$ cat src/rbpfc_pkg.sv
// shared types, codes and depth tables for the rectangle blit format converter
package rbpfc_pkg;

  // largest byte offset, both offsets saturate here
  localparam logic [26:0] OffsetMax = 27'd134217727;

  // conversion codes, 9..15 are unsupported
  typedef enum logic [3:0] {
    CONV_COPY_RGB   = 4'd0,
    CONV_COPY_RGBA  = 4'd1,
    CONV_COPY_A8    = 4'd2,
    CONV_RGBA_DROP  = 4'd3,
    CONV_RGBA_BLEND = 4'd4,
    CONV_RGB_OPAQUE = 4'd5,
    CONV_RGB_REAL   = 4'd6,
    CONV_RGB_ALPHA  = 4'd7,
    CONV_A8_RGBA    = 4'd8
  } conv_e;

  // configuration register indexes
  typedef enum logic [2:0] {
    CFG_CONVERT_SELECT = 3'd0,
    CFG_ORIGIN_X       = 3'd1,
    CFG_ORIGIN_Y       = 3'd2,
    CFG_DEST_WIDTH     = 3'd3,
    CFG_RECT_WIDTH     = 3'd4,
    CFG_RECT_HEIGHT    = 3'd5,
    CFG_SRC_STRIDE     = 3'd6,
    CFG_FLIP_Y         = 3'd7
  } cfg_reg_e;

  // load enables of the blend pipeline stages
  typedef struct packed {
    logic st2;
    logic st3;
  } pipe_en_t;

  // destination bytes per pixel
  function automatic logic [2:0] dest_depth(input logic [3:0] sel);
    logic [2:0] r;
    r = 3'd1;
    unique case (sel)
      CONV_COPY_RGB, CONV_RGBA_DROP, CONV_RGBA_BLEND: r = 3'd3;
      CONV_COPY_A8:                                   r = 3'd1;
      CONV_COPY_RGBA, CONV_RGB_OPAQUE, CONV_RGB_REAL,
      CONV_RGB_ALPHA, CONV_A8_RGBA:                   r = 3'd4;
      default:                                        r = 3'd1;
    endcase
    return r;
  endfunction

  // source bytes per pixel
  function automatic logic [2:0] src_depth(input logic [3:0] sel);
    logic [2:0] r;
    r = 3'd1;
    unique case (sel)
      CONV_COPY_RGB, CONV_RGB_OPAQUE, CONV_RGB_REAL,
      CONV_RGB_ALPHA:                                 r = 3'd3;
      CONV_COPY_RGBA, CONV_RGBA_DROP, CONV_RGBA_BLEND: r = 3'd4;
      CONV_COPY_A8, CONV_A8_RGBA:                     r = 3'd1;
      default:                                        r = 3'd1;
    endcase
    return r;
  endfunction

endpackage

$ cat src/rbpfc_blend_chan.sv
// one color channel of the alpha blend, d + trunc((s - d) * a / 255)
module rbpfc_blend_chan import rbpfc_pkg::*; (
  input  logic       clk_i,
  input  pipe_en_t   en_i,
  input  logic [7:0] src_i,
  input  logic [7:0] dst_i,
  input  logic [7:0] alpha_i,
  output logic [7:0] res_o
);

  logic signed [8:0]  diff;
  logic signed [17:0] prod;
  logic [17:0]        prod_abs;
  logic [31:0]        recip;

  logic        neg2_q, neg3_q;
  logic [15:0] mag2_q;
  logic [7:0]  dst2_q, dst3_q, quo3_q;

  assign diff     = $signed({1'b0, src_i}) - $signed({1'b0, dst_i});
  assign prod     = diff * $signed({1'b0, alpha_i});
  assign prod_abs = prod[17] ? 18'(-prod) : 18'(prod);
  // x / 255 for 16 bit x by reciprocal multiply
  assign recip    = 32'(mag2_q) * 32'h0000_8081;

  always_ff @(posedge clk_i) begin
    if (en_i.st2) begin
      neg2_q <= prod[17];
      mag2_q <= prod_abs[15:0];
      dst2_q <= dst_i;
    end
    if (en_i.st3) begin
      neg3_q <= neg2_q;
      quo3_q <= recip[30:23];
      dst3_q <= dst2_q;
    end
  end

  assign res_o = neg3_q ? (dst3_q - quo3_q) : (dst3_q + quo3_q);

endmodule

$ cat src/rect_blit_pixel_format_convert.sv
// top level of the rectangle blit with pixel format conversion
//
// takes one source pixel word per clock when in_stall_o is low, in raster
// order over the rectangle and returns one result word per supported pixel:
// destination and source byte offsets, the converted bytes and the
// destination depth. the block is a four stage pipeline: the accept stage
// updates the column and row counters and registers the pixel, the second
// stage holds the two offset products and the blend products, the third the
// offset sums and the reciprocal multiply of the blend, and the output
// register the scaled and saturated offsets. the sustained rate is one word
// per clock while the output is not stalled; a stall on the output holds
// every full stage up to the first empty one, so bubbles are squeezed out.
// an item taken while convert_select is unsupported gives no word and leaves
// the counters alone. the only state carried from pixel to pixel is the pair
// of counters, cleared by reset and wrapped after the last pixel.
// configuration writes go straight to the registers and are meant for an
// idle block.
module rect_blit_pixel_format_convert_core import rbpfc_pkg::*; #(
  parameter int MAX_DIM = 4096
) (
  input  logic        clk_i,
  input  logic        rst_ni,
  // configuration
  input  logic        cfg_we_i,
  input  logic [2:0]  cfg_index_i,
  input  logic [14:0] cfg_data_i,
  // pixel input
  input  logic        in_valid_i,
  output logic        in_stall_o,
  input  logic [7:0]  src_b0_i,
  input  logic [7:0]  src_b1_i,
  input  logic [7:0]  src_b2_i,
  input  logic [7:0]  src_b3_i,
  input  logic [7:0]  dst_b0_i,
  input  logic [7:0]  dst_b1_i,
  input  logic [7:0]  dst_b2_i,
  // result output
  output logic        out_valid_o,
  input  logic        out_stall_i,
  output logic [26:0] dest_offset_o,
  output logic [26:0] src_offset_o,
  output logic [7:0]  out_b0_o,
  output logic [7:0]  out_b1_o,
  output logic [7:0]  out_b2_o,
  output logic [7:0]  out_b3_o,
  output logic [2:0]  byte_count_o,
  output logic        last_o
);

  localparam int IDX_W = $clog2(MAX_DIM);
  localparam int SP_W  = IDX_W + 15;  // source row product
  localparam int SS_W  = IDX_W + 16;  // source offset sum
  localparam logic [14:0] MaxDim = 15'(MAX_DIM);

  // rectangle size 0 acts as 1, above the limit acts as the limit
  function automatic logic [12:0] clamp_dim(input logic [12:0] v);
    logic [12:0] r;
    r = v;
    if (v == 13'd0) begin
      r = 13'd1;
    end else if ({2'b00, v} > MaxDim) begin
      r = MaxDim[12:0];
    end
    return r;
  endfunction

  // configuration registers
  logic [3:0]  conv_sel_q;
  logic [12:0] origin_x_q, origin_y_q, dest_width_q, rect_width_q, rect_height_q;
  logic [14:0] src_stride_q;
  logic        flip_y_q;

  always_ff @(posedge clk_i or negedge rst_ni) begin
    if (!rst_ni) begin
      conv_sel_q    <= CONV_COPY_RGB;
      origin_x_q    <= '0;
      origin_y_q    <= '0;
      dest_width_q  <= 13'd1;
      rect_width_q  <= 13'd1;
      rect_height_q <= 13'd1;
      src_stride_q  <= '0;
      flip_y_q      <= 1'b0;
    end else if (cfg_we_i) begin
      unique case (cfg_reg_e'(cfg_index_i))
        CFG_CONVERT_SELECT: conv_sel_q    <= cfg_data_i[3:0];
        CFG_ORIGIN_X:       origin_x_q    <= cfg_data_i[12:0];
        CFG_ORIGIN_Y:       origin_y_q    <= cfg_data_i[12:0];
        CFG_DEST_WIDTH:     dest_width_q  <= cfg_data_i[12:0];
        CFG_RECT_WIDTH:     rect_width_q  <= cfg_data_i[12:0];
        CFG_RECT_HEIGHT:    rect_height_q <= cfg_data_i[12:0];
        CFG_SRC_STRIDE:     src_stride_q  <= cfg_data_i;
        CFG_FLIP_Y:         flip_y_q      <= cfg_data_i[0];
        default: ;
      endcase
    end
  end

  // pipeline flow control
  logic v1_q, v2_q, v3_q, out_valid_q;
  logic en1, en2, en3, en_out;
  logic accept, supported;

  assign en_out     = !out_valid_q || !out_stall_i;
  assign en3        = !v3_q || en_out;
  assign en2        = !v2_q || en3;
  assign en1        = !v1_q || en2;
  assign in_stall_o = !en1;
  assign accept     = in_valid_i && en1;
  assign supported  = (conv_sel_q <= 4'(CONV_A8_RGBA));

  // accept stage: position of this pixel and counter update
  logic [IDX_W-1:0] col_cnt_q, row_cnt_q;
  logic [12:0]      w_c, h_c;
  logic [13:0]      wm1, hm1;
  logic             last_col, last_row;
  logic [IDX_W-1:0] col_sel, row_sel, srow, col_nxt, row_nxt;
  logic [2:0]       dd_acc;
  logic [14:0]      w_scaled, stride;
  logic [13:0]      ycoord;
  logic [3:0][7:0]  bytes_acc;

  always_comb begin
    w_c      = clamp_dim(rect_width_q);
    h_c      = clamp_dim(rect_height_q);
    wm1      = {1'b0, w_c} - 14'd1;
    hm1      = {1'b0, h_c} - 14'd1;
    last_col = 14'(col_cnt_q) >= wm1;
    last_row = 14'(row_cnt_q) >= hm1;
    col_sel  = last_col ? wm1[IDX_W-1:0] : col_cnt_q;
    row_sel  = last_row ? hm1[IDX_W-1:0] : row_cnt_q;
    // flipped rows count down from the bottom of the rectangle
    srow     = flip_y_q ? (hm1[IDX_W-1:0] - row_sel) : row_sel;
    ycoord   = 14'(origin_y_q) + 14'(row_sel);
    if (last_col) begin
      col_nxt = '0;
      row_nxt = last_row ? '0 : row_sel + 1'b1;
    end else begin
      col_nxt = col_sel + 1'b1;
      row_nxt = row_sel;
    end

    // default stride is rect width times destination depth
    dd_acc = dest_depth(conv_sel_q);
    unique case (dd_acc)
      3'd3:    w_scaled = 15'(w_c) + {1'b0, w_c, 1'b0};
      3'd4:    w_scaled = {w_c, 2'b00};
      default: w_scaled = 15'(w_c);
    endcase
    stride = (src_stride_q != 15'd0) ? src_stride_q : w_scaled;

    // converted bytes, the blend keeps the raw source bytes for later
    bytes_acc = '0;
    unique case (conv_sel_q)
      CONV_COPY_RGB, CONV_RGBA_DROP: begin
        bytes_acc[0] = src_b0_i;
        bytes_acc[1] = src_b1_i;
        bytes_acc[2] = src_b2_i;
      end
      CONV_COPY_RGBA, CONV_RGBA_BLEND: begin
        bytes_acc = {src_b3_i, src_b2_i, src_b1_i, src_b0_i};
      end
      CONV_COPY_A8: begin
        bytes_acc[0] = src_b0_i;
      end
      CONV_RGB_OPAQUE: begin
        bytes_acc = {8'hFF, src_b2_i, src_b1_i, src_b0_i};
      end
      CONV_RGB_REAL: begin
        // opaque only when some color byte is set
        bytes_acc[0] = src_b0_i;
        bytes_acc[1] = src_b1_i;
        bytes_acc[2] = src_b2_i;
        bytes_acc[3] = ((src_b0_i | src_b1_i | src_b2_i) != 8'h00) ? 8'hFF : 8'h00;
      end
      default: begin
        // white with the first source byte as alpha
        bytes_acc = {src_b0_i, 8'hFF, 8'hFF, 8'hFF};
      end
    endcase
  end

  always_ff @(posedge clk_i or negedge rst_ni) begin
    if (!rst_ni) begin
      col_cnt_q <= '0;
      row_cnt_q <= '0;
    end else if (accept && supported) begin
      col_cnt_q <= col_nxt;
      row_cnt_q <= row_nxt;
    end
  end

  // pipeline valid bits
  always_ff @(posedge clk_i or negedge rst_ni) begin
    if (!rst_ni) begin
      v1_q        <= 1'b0;
      v2_q        <= 1'b0;
      v3_q        <= 1'b0;
      out_valid_q <= 1'b0;
    end else begin
      if (en1)    v1_q        <= accept && supported;
      if (en2)    v2_q        <= v1_q;
      if (en3)    v3_q        <= v2_q;
      if (en_out) out_valid_q <= v3_q;
    end
  end

  // stage 1 payload
  logic [3:0]       conv1_q;
  logic [IDX_W-1:0] col1_q, srow1_q;
  logic [13:0]      ycoord1_q;
  logic [14:0]      stride1_q;
  logic [3:0][7:0]  bytes1_q;
  logic [2:0][7:0]  dst1_q;
  logic             last1_q;

  always_ff @(posedge clk_i) begin
    if (en1) begin
      conv1_q   <= conv_sel_q;
      col1_q    <= col_sel;
      srow1_q   <= srow;
      ycoord1_q <= ycoord;
      stride1_q <= stride;
      bytes1_q  <= bytes_acc;
      dst1_q    <= {dst_b2_i, dst_b1_i, dst_b0_i};
      last1_q   <= last_col && last_row;
    end
  end

  // stage 2: row products
  logic [26:0]      prod_d2_q;
  logic [SP_W-1:0]  prod_s2_q;
  logic [IDX_W-1:0] col2_q;
  logic [2:0]       dd2_q, sd2_q;
  logic [3:0][7:0]  bytes2_q;
  logic             blend2_q, last2_q;

  always_ff @(posedge clk_i) begin
    if (en2) begin
      prod_d2_q <= 27'(ycoord1_q) * 27'(dest_width_q);
      prod_s2_q <= SP_W'(srow1_q) * SP_W'(stride1_q);
      col2_q    <= col1_q;
      dd2_q     <= dest_depth(conv1_q);
      sd2_q     <= src_depth(conv1_q);
      bytes2_q  <= bytes1_q;
      blend2_q  <= (conv1_q == 4'(CONV_RGBA_BLEND));
      last2_q   <= last1_q;
    end
  end

  // stage 3: offset sums
  logic [15:0]     col_scaled;
  logic [27:0]     dsum3_q;
  logic [SS_W-1:0] ssum3_q;
  logic [2:0]      dd3_q;
  logic [3:0][7:0] bytes3_q;
  logic            blend3_q, last3_q;

  always_comb begin
    unique case (sd2_q)
      3'd3:    col_scaled = 16'(col2_q) + 16'({col2_q, 1'b0});
      3'd4:    col_scaled = 16'({col2_q, 2'b00});
      default: col_scaled = 16'(col2_q);
    endcase
  end

  always_ff @(posedge clk_i) begin
    if (en3) begin
      dsum3_q  <= 28'(prod_d2_q) + 28'(origin_x_q) + 28'(col2_q);
      ssum3_q  <= SS_W'(prod_s2_q) + SS_W'(col_scaled);
      dd3_q    <= dd2_q;
      bytes3_q <= bytes2_q;
      blend3_q <= blend2_q;
      last3_q  <= last2_q;
    end
  end

  // blend channels run alongside stages 2 and 3
  pipe_en_t        blend_en;
  logic [2:0][7:0] blend_res;

  assign blend_en.st2 = en2;
  assign blend_en.st3 = en3;

  for (genvar c = 0; c < 3; c++) begin : g_blend
    rbpfc_blend_chan u_chan (
      .clk_i   (clk_i),
      .en_i    (blend_en),
      .src_i   (bytes1_q[c]),
      .dst_i   (dst1_q[c]),
      .alpha_i (bytes1_q[3]),
      .res_o   (blend_res[c])
    );
  end

  // output stage: scale by depth and saturate
  logic [29:0]     dscaled;
  logic [26:0]     dest_off, src_off;
  logic [3:0][7:0] bytes_out;

  always_comb begin
    unique case (dd3_q)
      3'd3:    dscaled = 30'(dsum3_q) + 30'({dsum3_q, 1'b0});
      3'd4:    dscaled = {dsum3_q, 2'b00};
      default: dscaled = 30'(dsum3_q);
    endcase
    dest_off = (dscaled > 30'(OffsetMax)) ? OffsetMax : dscaled[26:0];
    src_off  = (32'(ssum3_q) > 32'(OffsetMax)) ? OffsetMax : 27'(ssum3_q);
    bytes_out = blend3_q ? {8'h00, blend_res} : bytes3_q;
  end

  logic [26:0]     dest_off_q, src_off_q;
  logic [3:0][7:0] bytes_out_q;
  logic [2:0]      byte_count_q;
  logic            last_q;

  always_ff @(posedge clk_i) begin
    if (en_out) begin
      dest_off_q   <= dest_off;
      src_off_q    <= src_off;
      bytes_out_q  <= bytes_out;
      byte_count_q <= dd3_q;
      last_q       <= last3_q;
    end
  end

  assign out_valid_o   = out_valid_q;
  assign dest_offset_o = dest_off_q;
  assign src_offset_o  = src_off_q;
  assign out_b0_o      = bytes_out_q[0];
  assign out_b1_o      = bytes_out_q[1];
  assign out_b2_o      = bytes_out_q[2];
  assign out_b3_o      = bytes_out_q[3];
  assign byte_count_o  = byte_count_q;
  assign last_o        = last_q;

endmodule
$ cat config.mk
export PLATFORM = sky130hd
export DESIGN_NAME = rect_blit_pixel_format_convert_core
export DESIGN_NICKNAME = d
export VERILOG_FILES = /design/src/rbpfc_pkg.sv /design/src/rbpfc_blend_chan.sv /design/src/rect_blit_pixel_format_convert.sv
export SDC_FILE = /design/constraint.sdc
export NUM_CORES = 2
export LEC_CHECK = 0
export ABC_AREA = 1
export BUFFER_PORTS_ARGS = -buffer_cell sky130_fd_sc_hd__clkbuf_2
export CAP_MARGIN = 10
export CELL_PAD_IN_SITES_DETAIL_PLACEMENT = 1
export CELL_PAD_IN_SITES_GLOBAL_PLACEMENT = 1
export CORE_MARGIN = 8
export CORE_UTILIZATION = 45
export DETAILED_ROUTE_END_ITERATION = 10
export GPL_TIMING_DRIVEN = 1
export PLACE_DENSITY = 0.86
export SLEW_MARGIN = 20
export SYNTH_ARGS = -nofsm -noshare
export SYNTH_HDL_FRONTEND = slang
export SYNTH_HIERARCHICAL = 1
export SYNTH_SLANG_ARGS = --single-unit
$ cat constraint.sdc
create_clock -name clk_i -period 11.9 [get_ports clk_i]
set_input_delay 1.785 -clock clk_i [delete_from_list [all_inputs] [get_ports clk_i]]
set_output_delay 1.785 -clock clk_i [all_outputs]
set_load 0.02 [all_outputs]
==> out/qor_table.md <==
| Group | Parameter | Reported |
| --- | --- | --- |
| run status | Outcome | completed |
| worst setup path | Critical Path Most Common Cell | nand2_1 |
| grt | Routing usage on met3 | 3.84% |
| layout | Final #Nets | 7960 |
| worst setup path | Total number of cells along the worst setup path | 27 |
| route | Count of TritonRoute iterations in the first routing pass | 5 |
| timing | Time the final worst path needs with I/O delays and setup | 6600 ps |
| grt | M2 GR Usage | 43.2% |
| clock network | Bufs on Longest Clock Path | 3 |
| clock network | Post-CTS sizing | 0 |
| grt | Total track usage | 24.2% |
| timing | Number of endpoints with negative hold slack in the final report | 0 |
| synthesis | Fraction of registers with async set or reset after synthesis | 17.6% |
| grt | Routing usage on met1 | 29.8% |
| worst setup path | Library cell contributing the largest single delay on the critical path | edfxtp_1 |
| worst setup path | Buffer and inverter count on the worst path | 3 |
| layout | Leading cell type in the layout, fill and taps excluded | nand2_1 |
| clock network | Clock Root Buffer | clkbuf_16 |
| hold path | Tightest Hold Check Type | register to register |
| synthesis | Yosys warning total | 6 |
| worst setup path | Biggest cell delay along the critical path | 750 ps |
| clock network | Clock sink total | 642 |
| clock network | Clock tree from TritonCTS | built |
| timing | F_max | 0.152 GHz |
| layout | Commonest cells after routing, fill and taps aside | 1535 x nand2_1, 1293 x inv_1, 639 x ha_1 |
| worst setup path | Worst Path Required | 12310 ps |
| route | Detail-routed via count per cell | 5.39 |
| placement | Buffers added on ports | 170 |
| synthesis | Share of the synthesized area in the top cell type | 27.3% |
| timing | Tightest slew margin relative to the limit | 28.8% |
| layout | Share of layout cells above drive strength 1 | 7.56% |
| worst setup path | Cell count of the worst reg-to-reg path | 27 |
| clock network | Register clock-pin slew on the reported worst setup and hold paths | 70 ps |
| route | Antenna Nets Post-Route | 0 |
| layout | Total area of multi-input combinational cells | 34000 um2 |
| route | Via count | 46.3k |
| worst setup path | CP endpoint kind | register |
| floorplanning | Chip width | 376 um |
| grt | Most used routing layer in global routing | met2 |
| synthesis | Number of enable-type register cells in the synthesized netlist | 529 |
| layout | Total area of sequential cells | 18700 um2 |
| grt | Leftover overflow at the end of global routing | 0 |
| synthesis | Share of synthesized area occupied by flip-flops and latches | 32.1% |
| grt | Antenna violations before repair | 6 |
| worst setup path | Kind of critical path | register to register |
| placement | Placed standard-cell area | 60900 um2 |
| worst setup path | Cell family with the largest share of critical-path delay | adder cells |
| layout | Post-route design area | 63600 um2 |
| floorplanning | Vert. Die Dim | 376 um |
| run | Max capacitance violation total | 0 |
| timing | Setup TNS | 0 ps |
| layout | Area growth from synthesis to layout | 9.13% |
| synthesis | Synth Instances | 6634 |
| synthesis | Ys flop type | edfxtp_1 |
| clock network | Clock latency on the worst-skew pair | 700 ps |
| synthesis | Mapped Area | 58300 um2 |
| floorplanning | Area enclosed by the die boundary | 141000 um2 |
| synthesis | Flip-flop and latch count after synthesis | 642 |
| clock network | Number of buffers added to fix hold violations after cts | 0 |
| synthesis | Synth Net Count | 7815 |
| route | DRC errors left | 0 |
| grt | Wire length of the first global-routing pass | 276 mm |
| clock network | Number of levels in the clock H-tree | 3 |
| floorplanning | Initial Utilization | 45.2% |
| synthesis | Average size of a mapped cell | 8.78 um2 |
| route | Final routed wirelength across all metal layers | 173 mm |
| clock network | Number of buffers inserted during clock tree synthesis | 76 |
| worst setup path | Kind of launch point of the worst setup path | register |
| route | First DRT Iteration DRCs | 3080 |
| grt | Pin count of the biggest net entering global routing | 167 |
| synthesis | Post-synthesis cell type with the largest combined area | edfxtp_1 |
| synthesis | Top cells by area, synth | edfxtp_1 27%, fa_1 16%, ha_1 14%, nand2_1 9.9%, inv_1 8.4% |
| timing | RSZ-0062 raised after global routing | no |
| placement | Estimated wirelength of the detail-placed design | 134 mm |
| hold path | Cell depth of the worst hold path | 0 |
| worst setup path | Largest fanout of any net on the critical path | 15 |
| timing | Final period utilization | 55.5% |
| floorplanning | Area inside the core boundary | 129000 um2 |
| floorplanning | Top-level port count | 171 |
| clock network | Post-CTS Setup Bufs | 0 |
| layout | FILL cells | 15.1k |
| timing | Setup-failing EPs final | 0 |
| placement | Routability congestion estimate | 0.904 |
| timing | Number of pins exceeding their max-slew limit in the final report | 0 |
| synthesis | Post-synth cell types | 66 |
| floorplanning | Placement Rows | 132 |
| worst setup path | CP Data Arrival Time | 7010 ps |
| grt | Via count of the first global-routing pass | 51.1k |
| route | Routed length per placed instance | 20.1 um |
| timing | Setup Skew | 43.6 ps |
| timing | Pin slew with the least headroom to its limit | 1070 ps |
==> worst reg2reg max path, stage by stage (launching register included) <==
cell	delay, ps
edfxtp_1	750
nand2_1	200
fa_1	560
inv_1	50
ha_1	210
fa_1	530
inv_1	50
fa_1	470
fa_1	540
inv_1	50
ha_1	370
nand2_1	90
o21ai_0	280
a21oi_1	120
o21bai_1	220
a21oi_1	110
o21bai_1	250
nand3_1	120
nand2_1	150
nand2_1	90
o211ai_1	190
nand3_1	140
nand2_1	130
nand2_1	70
nand2_1	100
a21boi_0	150
o21ai_0	230
xor2_1	100
==> flip-flops by register name, summed over array words and instances, names as in the netlist, 27 cells and up <==
| name | count |
|---|---|
| ssum3_q | 28 |
| g_blend.u_chan/mag2_q | 48 |
| src_offset_o | 27 |
| dsum3_q | 28 |
| bytes3_q | 32 |
| bytes1_q | 32 |
| bytes2_q | 32 |
| prod_d2_q | 27 |
| prod_s2_q | 27 |
| dest_offset_o | 27 |
==> metal layers <==
metal / part of all wire, % / wire length [um]
met3: 5.2 / 9050
met2: 50 / 86600
met4: 3.3 / 5770
met5: 0.033 / 57
met1: 41 / 71000
==> synth_stat cells (8+ instances only) <==
cell type / n
a21boi_0: 14
a21o_1: 14
a21oi_1: 284
a31oi_1: 23
buf_2: 10
clkbuf_1: 100
clkinv_1: 10
dfrtp_1: 110
edfxtp_1: 529
fa_1: 463
ha_1: 639
inv_1: 1297
inv_2: 18
mux2_2: 25
nand2_1: 1536
nand2_2: 37
nand2_4: 8
nand3_1: 243
nand3_2: 19
nand3b_1: 17
nand4_1: 68
nor2_1: 395
nor2_2: 13
nor2_4: 9
nor3_1: 27
nor4_1: 10
o211ai_1: 15
o21ai_0: 289
o21ai_1: 23
o21ai_2: 9
o21bai_1: 26
o22ai_1: 12
or2_2: 50
xnor2_1: 61
xor2_1: 155
==> worst paths after layout <==
check                      slack (ps)              startpoint                        end
setup reg to reg                 5300    srow1_q[4]$_DFFE_PN_    prod_s2_q[26]$_DFFE_PP_
min in group asynchronous        1220                  rst_ni   row_cnt_q[5]$_DFFE_PN0P_
setup / recovery                 5300    srow1_q[4]$_DFFE_PN_    prod_s2_q[26]$_DFFE_PP_
max in group asynchronous        9230                  rst_ni  origin_x_q[9]$_DFFE_PN0P_
hold reg to reg                   420  bytes2_q[25]$_DFFE_PP_     bytes3_q[25]$_DFFE_PP_
hold / removal                    420  bytes2_q[25]$_DFFE_PP_     bytes3_q[25]$_DFFE_PP_
==> kinds of logic after synthesis <==
kind of cell	count (synthesis)	share of synthesized area, %
buf+inv	1447	9.48
xor+xnor	217	3.28
compound gates	751	7.16
fa+ha+maj	1102	29.6
mux	25	0.483
flops	642	32.1
simple gates	2450	17.8
==> stage by stage <==
step           cells  hold WS, ps  worst slack [ps]  utilization (%)
2_1_floorplan   6634          400               247                -
3_3_place_gp    8441          400              5790             47.2
3_5_place_dp    8441          406              5500             47.2
4_1_cts         8581          414              5350             49.2
5_1_grt         8583          426              4910             49.3
6_report        8585          417              5300             49.3
==> area by class of cell <==
class / count / area share [%]
Clock buffer: 98 / 3.32
Antenna cell: 2 / 0.00787
Sequential cell: 642 / 29.4
Inverter: 1326 / 7.85
Tap cell: 1742 / 3.43
Clock inverter: 42 / 0.775
Timing Repair Buffer: 188 / 1.64
Multi-Input combinational cell: 4545 / 53.5
Power is not shown: default switching activity piles up to over one toggle a cycle in this logic, so the estimate is an artifact.
